===== src/rtl/core/gmd_ram.sv =====
// ----------------------------------------------------------------------------
// gmd_ram
// Generic single write port, single read port RAM with registered read.
// ----------------------------------------------------------------------------
module gmd_ram #(
   parameter int unsigned WIDTH = 8,
   parameter int unsigned DEPTH = 16
) (
   input  logic                                     clock,
   input  logic                                     wr_en,
   input  logic [(DEPTH > 1 ? $clog2(DEPTH) : 1)-1:0] wr_addr,
   input  logic [WIDTH-1:0]                         wr_data,
   input  logic [(DEPTH > 1 ? $clog2(DEPTH) : 1)-1:0] rd_addr,
   output logic [WIDTH-1:0]                         rd_data
);

   logic [WIDTH-1:0] mem [DEPTH];
   logic [WIDTH-1:0] rd_data_ff;

   always_ff @(posedge clock) begin
      if (wr_en) begin
         mem[wr_addr] <= wr_data;
      end
      rd_data_ff <= mem[rd_addr];
   end

   assign rd_data = rd_data_ff;

endmodule


===== config.mk =====
export PLATFORM = sky130hd
export DESIGN_NAME = gmd_ram
export DESIGN_NICKNAME = d
export VERILOG_FILES = /design/src/rtl/core/gmd_ram.sv
export SDC_FILE = /design/constraint.sdc
export NUM_CORES = 1
export LEC_CHECK = 0
export ABC_CLOCK_PERIOD_IN_PS = 2700
export BUFFER_PORTS_ARGS = -buffer_cell sky130_fd_sc_hd__buf_2
export CORE_AREA = 5 5 108 110
export CTS_CLUSTER_SIZE = 12
export DETAILED_ROUTE_END_ITERATION = 7
export DIE_AREA = 0 0 113 115
export GPL_TIMING_DRIVEN = 0
export PLACE_DENSITY = 0.71
export SLEW_MARGIN = 20
export SYNTH_ARGS = -nofsm -noshare
export SYNTH_HDL_FRONTEND = slang
export SYNTH_SLANG_ARGS = --single-unit

===== constraint.sdc =====
create_clock -name clock -period 2.7 [get_ports clock]
set_clock_uncertainty 0.15 [all_clocks]
set_input_delay 0.405 -clock clock [delete_from_list [all_inputs] [get_ports clock]]
set_output_delay 0.405 -clock clock [all_outputs]
set_load 0.03 [all_outputs]

Word level (Yosys, flattened, before mapping)
Memories as Yosys holds them, arrays and structs flattened. A register that Yosys moved wholly into a read port is not among the register bits.
Cells that the tools add are included.
{"block": "classes", "muxes": 2}
{"op": "two-way mux 1 bit", "n": 2}
{"block": "totals", "regBits": 0, "mem_bits_rw": 128, "output_inout_bits": 8, "memories": 1, "wordCells": 3}
{"memory": "mem", "depth": 16, "word_bits": 8, "rd": 1, "rd_ports_with_merged_regs": 1, "write_ports": 1, "line_no": "17", "text": "logic [WIDTH-1:0] mem [DEPTH];"}

Longest topological paths before layout
{"block": "depth", "ltp_word": 2, "ltp_mapped": 5, "depth_no_buf": 3}

Worst setup path before layout
Ideal clock, no wire load.
{"block": "synth_timing", "kind": "input to register", "startpoint": "input wr_addr[2] (netlist name)", "endpoint": "memory mem[0][0] (enable)", "path_slack_ns": 0.652, "arrival_ns": 1.515, "t_required_ns": 2.167, "path_stages": 2, "setup_time_ns": 0.383, "path_cell_list": "or3b_2 nor3_1"}
{"item": "start: declaration", "line_no": "11", "text": "input logic [(DEPTH > 1 ? $clog2(DEPTH) : 1)-1:0] wr_addr,"}
{"item": "end: declaration", "line_no": "17"}
Straight into the memory's write port.

Worst setup path in the final report
{"block": "layout_timing", "startpoint": "input wr_addr[2] (netlist name)", "endpoint": "memory mem[2][7] (enable)"}
Straight into the memory's write port.

==> flow_summary.json <==
{
  "setup_violations": 0,
  "dp_hpwl_mm": 5.96,
  "rows": 38,
  "final_core_util": 0.577,
  "synth-seq-area-share": 0.778,
  "die_area_sq_um": 13000,
  "vias": 2376,
  "drt_iter0_drc": 175,
  "clock-root-buffer": "clkbuf_8",
  "post_cts.repair.setup_buffers": 0,
  "core_area_sq_um": 10600,
  "grt_antenna_before_repair": 0,
  "path_max_fanout": 8,
  "via_per_inst": 5.59,
  "clock_path_buffers": 2,
  "grt_first_pass_wirelength_mm": 14.4,
  "cts-buffers-inserted": 17,
  "area_delta_synth_final_pct": 18.8,
  "slowest_stage": "nor2_1",
  "holdBufCountCts": 0,
  "ys_ff_latch": 136,
  "power.leakage_nw": 2.07,
  "finalHoldViolations": 0,
  "gp_congestion": 0.769,
  "ios": 26,
  "p_per_area_nw_per_um2": 824,
  "cts_tree": "built",
  "path_clk_slew_ns": 0.06,
  "status": "completed",
  "start_kind": "input pin",
  "fin_tns_setup_ns": 0,
  "worst_pin_slew_ns": 0.855,
  "stdcell_count": 425,
  "clk_latency_ns": 0.52,
  "fmax_mhz": 565,
  "cts.sinks": 136,
  "vdd_drop_max_mv": 0.376,
  "syn_nets": 247,
  "h-tree-depth": 4,
  "path_buf_inv": 1,
  "post-route-min-period_ns": 1.77,
  "crit_path_cell_trace": "buf_2 -> or3b_2 -> nor2_1",
  "ant_nets": 0,
  "rsz0062_at_grt": "false",
  "nNetsFinal": 290,
  "syn_area_per_cell_sq_um": 22.5,
  "cp_top_family": "simple AND/OR/NAND/NOR gates",
  "drv_cap": 0,
  "die_x_microns": 113,
  "synthesis.area_sq_um": 5150,
  "routedWlPerCell_microns": 22.6,
  "start_util": 0.485,
  "port_buffers": 24,
  "layout-drive-gt1-share": 0.312,
  "post-route-period-util": 0.656,
  "grt_pass1_vias": 2443,
  "yosysWarnings": 0,
  "num-fill-cells": 768,
  "critPathMaxStageDelay_ns": 0.68,
  "worstPathRequired_ns": 2.68,
  "final_common_cell": "edfxtp_1",
  "drv_slew": 0,
  "grt_max_degree": 17,
  "path_class": "input pin to flop",
  "post-route-drc-count": 0,
  "dp.cells": 393,
  "gr-usage-all-layers": 0.158,
  "firstDrtPassIters": 5,
  "worstPathArrival_ns": 1.76,
  "antennaDiodeCount": 0,
  "wl_mm": 9.62,
  "grt_overflow": 0,
  "slew_headroom": 0.428,
  "syn_inst": 229,
  "critPathCaptureType": "flop",
  "die_y_microns": 115,
  "hold_slack_ns": 0.140,
  "synth_cell_type_count": 19,
  "hp-class": "input pin to flop",
  "layout.cells.most_common_list": "128 x edfxtp_1, 27 x buf_2, 22 x clkbuf_16, 18 x mux4_2, 16 x a22oi_1",
  "cts_resized": 0
}
==> cells by family (layout without fill, tap and decap cells) <==
| family | after synthesis | count (layout) | synth area share |
|---|---|---|---|
| and+or+nand+nor | 35 | 35 | 0.0318 |
| buffers and inverters | 10 | 66 | 0.0168 |
| AOI/OAI and AO/OA | 16 | 16 | 0.0233 |
| muxes | 32 | 32 | 0.150 |
| DFF | 136 | 136 | 0.778 |
==> state kept, by name, summed over array words and instances, names as in the netlist <==
name / cells
mem: 128
rd_data: 8
==> report_power, final <==
group / leakage [nW] / switching, mW / total, mW / internal, mW
Combinational: 0.520 / 0.157 / 0.251 / 0.0941
Sequential: 1.22 / 0.0102 / 2.37 / 2.36
Clock: 0.327 / 0.855 / 2.42 / 1.56
==> area by class of cell <==
type	count	area, sq um	area share
Sequential cell	136	4000	0.655
Clock buffer	23	564	0.0922
Clock inverter	9	90.1	0.0147
Buffer	10	86.3	0.0141
Timing Repair Buffer	24	120	0.0196
Tap cell	140	175	0.0286
Multi-Input combinational cell	83	1080	0.176
==> worst reg2reg max path: stages (launching register included) <==
cell      delay [ns]
edfxtp_1        0.36
mux4_1          0.55
a22oi_1         0.22
nand2_1         0.11
==> metrics by stage <==
| step | total power, mW | setup WS, ns | area (sq um) |
|---|---|---|---|
| 2_1_floorplan | 2.56 | 0.652 | 5150 |
| 3_3_place_gp | 2.66 | 0.0970 | 5440 |
| 3_5_place_dp | 2.67 | 0.439 | 5460 |
| 4_1_cts | 5.07 | 0.958 | 6120 |
| 5_1_grt | 5.18 | 0.903 | 6120 |
| 6_report | 5.04 | 0.929 | 6120 |
==> final timing paths <==
| kind | depth (start not counted) | end | slack [ns] | start |
|---|---|---|---|---|
| setup / recovery | 3 | mem[2][7]$_DFFE_PP_ | 0.93 | wr_addr[2] |
| hold / removal | 1 | mem[15][3]$_DFFE_PP_ | 0.14 | wr_data[3] |
| setup reg to reg | 3 | rd_data[0]$_DFF_P_ | 1.19 | mem[4][0]$_DFFE_PP_ |
| hold reg to reg | 3 | rd_data[7]$_DFF_P_ | 0.54 | mem[10][7]$_DFFE_PP_ |
==> synthesized netlist by cell type, drive strengths merged <==
| library cell | instances | area share |
|---|---|---|
| edfxtp | 128 | 0.75 |
| mux4 | 32 | 0.15 |
| a22oi | 16 | 0.023 |
| nor2 | 13 | 0.0095 |
| nand2 | 9 | 0.0066 |
| dfxtp | 8 | 0.031 |
| buf | 7 | 0.011 |
| nor3 | 4 | 0.0039 |
| clkdlybuf4s25 | 3 | 0.0058 |
| nand2b | 2 | 0.0024 |
| nand3b | 2 | 0.0029 |
| and2 | 1 | 0.0012 |
| and2b | 1 | 0.0015 |
| nand3 | 1 | 0.00097 |
| nor2b | 1 | 0.0012 |
| or3b | 1 | 0.0017 |
==> layer usage <==
| layer | up-vias | wire length, microns | track usage |
|---|---|---|---|
| li1 | 1066 | - | - |
| met1 | 1227 | 4280 | 0.219 |
| met2 | 74 | 4710 | 0.243 |
| met3 | 9 | 492 | 0.0337 |
| met4 | 0 | 136 | 0.0769 |
| met5 | - | 0 | 0 |
Note: power is estimated with default switching activity, not from simulation.
